### src/rtl/assert_macros.svh
// Assertion macros used by the top-level RTL file of the box overlap engine.
`ifndef ASSERT_MACROS_SVH
`define ASSERT_MACROS_SVH
`ifndef SYNTHESIS
// Check a consequent in the same cycle as its antecedent.
`define MBOE_ASSERT_SAME(label, ante, cons) \
  label: assert property (@(posedge clk) disable iff (!rst_n) (ante) |-> (cons)) \
    else $error("same-cycle check failed");
// Check a consequent in the cycle after its antecedent.
`define MBOE_ASSERT_NEXT(label, ante, cons) \
  label: assert property (@(posedge clk) disable iff (!rst_n) (ante) |=> (cons)) \
    else $error("next-cycle check failed");
`else
`define MBOE_ASSERT_SAME(label, ante, cons)
`define MBOE_ASSERT_NEXT(label, ante, cons)
`endif
`endif

### src/rtl/mboe_pkg.sv
// Shared constants, types and control structs of the box overlap engine.
`default_nettype none
package mboe_pkg;

  localparam int MAX_BOXES = 64;
  localparam int NUM_TYPES = 32;

  localparam int OPC_W   = 2;
  localparam int KIND_W  = 5;
  localparam int ROW_W   = 32;
  localparam int COORD_W = 16;
  localparam int SLOT_W  = 6;
  localparam int MASK_W  = 64;

  localparam int ADDR_W = (MAX_BOXES > 1) ? $clog2(MAX_BOXES) : 1;
  localparam int CNT_W  = $clog2(MAX_BOXES + 1);

  localparam logic [ROW_W-1:0] TYPE_MASK = ROW_W'((64'd1 << NUM_TYPES) - 64'd1);

  localparam logic [OPC_W-1:0] OP_LOAD_ROW = 2'd0;
  localparam logic [OPC_W-1:0] OP_NEW_FRAME = 2'd1;
  localparam logic [OPC_W-1:0] OP_ADD_BOX = 2'd2;

  typedef enum logic [2:0] {
    ST_IDLE,
    ST_KROW,
    ST_SCAN,
    ST_DRAIN,
    ST_DONE
  } state_t;

  // Commands from the controller to the datapath.
  typedef struct packed {
    logic accept_row;
    logic accept_clr;
    logic accept_box;
    logic kind_cap;
    logic scan_clr;
    logic scan_step;
    logic out_load;
  } ctrl_cmd_t;

  // Status from the datapath to the controller.
  typedef struct packed {
    logic count_zero;
    logic count_full;
    logic scan_last;
    logic pipe_busy;
    logic out_free;
  } ctrl_sts_t;

endpackage
`default_nettype wire

### src/rtl/mboe_ctrl.sv
// Controller state machine: decode transactions, sequence the store scan.
`default_nettype none
module mboe_ctrl (
  input  wire logic                       clk,
  input  wire logic                       rst_n,
  input  wire logic                       in_valid,
  input  wire logic [mboe_pkg::OPC_W-1:0] in_opcode,
  output logic                            in_ready,
  input  wire mboe_pkg::ctrl_sts_t        sts,
  output mboe_pkg::ctrl_cmd_t             cmd
);

  mboe_pkg::state_t state_r, state_nxt;
  logic             take;

  assign take = in_valid && (state_r == mboe_pkg::ST_IDLE);

  always_ff @(posedge clk) begin
    if (!rst_n) begin
      state_r <= mboe_pkg::ST_IDLE;
    end else begin
      state_r <= state_nxt;
    end
  end

  // Next state
  always_comb begin
    state_nxt = state_r;
    unique case (state_r)
      mboe_pkg::ST_IDLE: begin
        if (take && in_opcode == mboe_pkg::OP_ADD_BOX) begin
          if (sts.count_full || sts.count_zero) begin
            state_nxt = mboe_pkg::ST_DONE;
          end else begin
            state_nxt = mboe_pkg::ST_KROW;
          end
        end
      end
      mboe_pkg::ST_KROW: state_nxt = mboe_pkg::ST_SCAN;
      mboe_pkg::ST_SCAN: begin
        if (sts.scan_last) begin
          state_nxt = mboe_pkg::ST_DRAIN;
        end
      end
      mboe_pkg::ST_DRAIN: begin
        if (!sts.pipe_busy) begin
          state_nxt = mboe_pkg::ST_DONE;
        end
      end
      mboe_pkg::ST_DONE: begin
        if (sts.out_free) begin
          state_nxt = mboe_pkg::ST_IDLE;
        end
      end
      default: state_nxt = mboe_pkg::ST_IDLE;
    endcase
  end

  // Outputs
  always_comb begin
    cmd      = '0;
    in_ready = 1'b0;
    unique case (state_r)
      mboe_pkg::ST_IDLE: begin
        in_ready       = 1'b1;
        cmd.accept_row = take && (in_opcode == mboe_pkg::OP_LOAD_ROW);
        cmd.accept_clr = take && (in_opcode == mboe_pkg::OP_NEW_FRAME);
        cmd.accept_box = take && (in_opcode == mboe_pkg::OP_ADD_BOX);
      end
      mboe_pkg::ST_KROW: begin
        cmd.kind_cap = 1'b1;
        cmd.scan_clr = 1'b1;
      end
      mboe_pkg::ST_SCAN:  cmd.scan_step = 1'b1;
      mboe_pkg::ST_DRAIN: cmd = '0;
      mboe_pkg::ST_DONE:  cmd.out_load = sts.out_free;
      default:            cmd = '0;
    endcase
  end

endmodule
`default_nettype wire

### config.mk
export PLATFORM = sky130hd
export DESIGN_NAME = mboe_ctrl
export DESIGN_NICKNAME = d
export VERILOG_FILES = /design/src/rtl/assert_macros.svh /design/src/rtl/mboe_pkg.sv /design/src/rtl/mboe_ctrl.sv
export SDC_FILE = /design/constraint.sdc
export NUM_CORES = 1
export LEC_CHECK = 0
export ABC_AREA = 0
export BUFFER_PORTS_ARGS = -buffer_cell sky130_fd_sc_hd__buf_2
export CORE_AREA = 2 2 39 41
export DETAILED_ROUTE_END_ITERATION = 8
export DIE_AREA = 0 0 41 43
export HOLD_SLACK_MARGIN = 0.06
export PLACE_DENSITY = 0.38
export SYNTH_ARGS = -nofsm -noshare
export SYNTH_HDL_FRONTEND = slang
export SYNTH_SLANG_ARGS = --single-unit
### constraint.sdc
create_clock -name clk -period 1.4 [get_ports clk]
set_input_delay 0.28 -clock clk [delete_from_list [all_inputs] [get_ports clk]]
set_output_delay 0.28 -clock clk [all_outputs]
set_load 0.005 [all_outputs]
# ---- Word-level counts from Yosys, hierarchy flattened
# Index checks and enable logic that the tools add are counted.
dict set report word_totals {
  ff_bits 3
  inputBits 10
  out_inout_bits 8
}
dict set report op_classes {
  eq_ne 10
  muxes 11
  reduce_logical 8
}
# operator n
set ops {}
lappend ops {{$mux W3} 6}
lappend ops {{$pmux W3 S5} 1}
lappend ops {{$eq A3 B2 Y1 const B} 2}
lappend ops {{$ne A2 B2 Y1 const B} 3}
lappend ops {{$logic_and A1 B1 Y1} 4}
lappend ops {{$reduce_and A4 Y1} 1}
lappend ops {{$eq A3 B1 Y1 const B} 1}
lappend ops {{$eq A3 B3 Y1 const B} 1}
lappend ops {{$logic_not A3 Y1} 1}
lappend ops {{$mux W1} 3}
lappend ops {{$eq A2 B1 Y1 const B} 1}
lappend ops {{$eq A2 B2 Y1 const B} 1}
lappend ops {{$logic_not A2 Y1} 1}
lappend ops {{$mux W2} 1}
lappend ops {{$ne A2 B1 Y1 const B} 1}
lappend ops {{$logic_or A1 B1 Y1} 1}

# ---- Depth between registers and ports, before layout
dict set report depth {
  depth_word 5
  mapped_depth 4
}

# ---- Worst setup path after synthesis
# OpenSTA, ideal clock, no wires.
dict set report synth_path {
  kind {reg2out}
  startpoint {reg state_r[2]}
  endpoint {out cmd[6] (netlist name)}
  arrival_ns 1.019
  required_ns 1.120
  slack_ns 0.101
  path_stages_with_launch 3
  path_buffers 0
  cell_sequence {dfxtp_1 > or3_4 > nor4b_1}
}
# item line
set synth_rtl {}
lappend synth_rtl {{from (decl)} mboe_ctrl.sv:13} ;# mboe_pkg::state_t state_r, state_nxt;
lappend synth_rtl {{from (signal assigned)} mboe_ctrl.sv:20} ;# state_r <= mboe_pkg::ST_IDLE;
lappend synth_rtl {{from (signal assigned)} mboe_ctrl.sv:22} ;# state_r <= state_nxt;
lappend synth_rtl {{to (decl)} mboe_ctrl.sv:10} ;# output mboe_pkg::ctrl_cmd_t cmd

==> results.md <==
- Status: finished, violations left
- Failing checks: setup timing
- DRT iter0 DRCs: 3
- Primary FF master, synth: dfxtp_1
- Switch share: 32.57%
- Final Hold Violating Endpoints: 0
- VDD IR-drop max: 0.0004058 V
- Max-slew violations: 0
- CTS Hold Bufs: 0
- Cells after Synth: 31
- CP startpoint kind: register
- GRT overflow: 0
- RSZ-0062 raised after global routing: yes
- Biggest register: state_r
- Die span in y: 43 um
- Maximum Capacitance Violations: 0
- Ratio of cells with drive above 1 in the final layout: 67.27%
- Clock Power Share: 30.6%
- Initial antenna violation count: 0
- EDFF count, synth: 0
- Avg Vias per Cell: 4.521
- Gate power share: 47.8%
- DP HPWL: 553.4 um
- Crit-path slowest cell: or3_4
- TritonCTS clock tree: built
- Routed wire length: 789 um
- Worst skew pair latency: 0.23 ns
- Die W: 41 um
- Power Total: 487.1 uW
- Hold Slack: 0.3104 ns
- Routed wire per std cell: 11.11 um
- Port bufs: 17
- Cell depth of the worst flop-to-flop path: 5
- Syn Std Cell Area: 241.5 sq um
- Clock Sinks: 3
- Tcrit/Tclk final: 113.6%
- Cell Int Power: 328.4 uW
- Sequential-to-total area share from yosys stat: 24.87%
- Synthesized area per cell: 7.790 sq um
- Hold Crit Depth: 2
- Most frequent cells in the layout: buf_2, clkbuf_4, buf_4
- CP endpoint kind: output port
- CP Max Fanout: 3
- Async SR Flop Fraction: 0%
- Worst slew margin: 83.39%
- Kind of critical path: register to output port
- Total die area: 1763 sq um
- Starting Density: 17.45%
- Clock transition at the registers of the reported paths: 0.04 ns
- Largest register FFs: 3
- Hold Path Class: input pin to register
- Nets: 66
- TritonCTS Buffers: 3
- Ports: 18
- 1st-pass router iterations: 2
- Top Registers: state_r x3
- Number of diodes: 0
- Clock Tree Root: clkbuf_4
- Area delta synth->final: 87.05%
- Setup Viol. Count Final: 4
- Post-Syn Nets: 41
- Minimum clock period after layout: 1.590 ns
- Fmax: 628.9 MHz
- CTS H-Tree Depth: 1
- Core area: 1384 sq um
- Largest net degree at the start of global routing: 7
- Leakage dissipation: 0.0002141 uW
- Vias in the first global route: 300
- Post-synth cell types: 23
- Vias: 321
- # DRC: 0
- Switching power: 158.6 uW
- Setup ws final: -0.1900 ns
- CTS Buffer Depth: 2
- Gpl congestion: 0.7284
- First-pass GRT wire length: 1104 um
- Fin util: 32.64%
- Power per cell area: 1078 nW/um^2
- Max stage delay on crit path: 0.41 ns
- Synth Register Bits: 3
- Share of power burned in registers: 21.6%
- Clock Skew: 0.002419 ns
- Cell Chain, Critical Path: or3_4, nor4b_4, buf_2
- WP data required: 1.12 ns
- Most common cell after layout, fill and taps aside: buf_2
- Worst path arrival time: 1.31 ns
- DRT antenna net count: 0
- YS warnings: 0
- Rows: 14
- Total GRT Usage: 9.930%
- Least-Margin Pin Slew: 0.2491 ns
## per-layer routing
metal	vias to the layer above	global-route usage, %	routed length [um]
li1	161	-	-
met1	148	8.974	293
met2	12	15.63	436
met3	0	6.283	59
met4	0	6.000	0
met5	-	0	0
## worst paths after layout
check / startpoint / end / slack [ns]
worst max-delay path: state_r[2] / cmd[6] / -0.19
worst min-delay path: rst_n / state_r[1] / 0.31
worst max register to register: state_r[2] / state_r[0] / 0.14
worst min register to register: state_r[2] / state_r[2] / 0.68
## layout make-up
cell class | count | area (sq um)
fill | 157 | 932.1
multi-input combinational | 24 | 211.5
timing repair buffer | 21 | 118.9
sequential | 3 | 61.31
clock buffer | 4 | 26.28
tap | 16 | 20.02
inverter | 3 | 13.76
## cell families after synthesis
logic type | synth area share, %
AO/OA/AOI/OAI | 22.28
flip-flops | 24.87
AND/OR/NAND/NOR | 45.08
buffers and inverters | 7.773
## stage by stage
stage          TNS [ns]  area, sq um  worst slack (ns)  std cells
5_1_grt         -0.7840        451.7           -0.2659         71
2_1_floorplan         0        241.5            0.1011         31
3_3_place_gp          0        361.6           0.05326         66
4_1_cts         -0.4444        416.7           -0.1706         71
3_5_place_dp          0        361.6           0.05477         66
6_report        -0.4799        451.7           -0.1900         71
## worst max-delay path: cells and delay by family (launching register included)
| family | cells | cell delay [ns] |
|---|---|---|
| and+or+nand+nor | 2 | 0.63 |
| buffers and inverters | 1 | 0.15 |
| DFF | 1 | 0.30 |
## cell usage after synthesis (2+ instances only)
library cell / n / area, sq um
dfxtp_1: 3 / 60.06
inv_1: 2 / 7.510
nor2_1: 4 / 15.01
or2_2: 2 / 12.51
a21oi_1: 2 / 10.01
## power groups by stage
stage	clock network (uW)	logic (uW)	registers [uW]
floorplan	0	92.6	113
global placement	0	175	105
detailed placement	0	174	106
CTS	159	206	104
global route	169	256	107
finish	149	233	105
## what timing repair did
item	in CTS	in global routing
resized for setup	4	9
hold endpoints to repair	0	0
setup buffers	1	0
pin swaps	2	2
endpoints found under the setup margin	7	8
No activity file was read; power rests on OpenSTA's default activity.
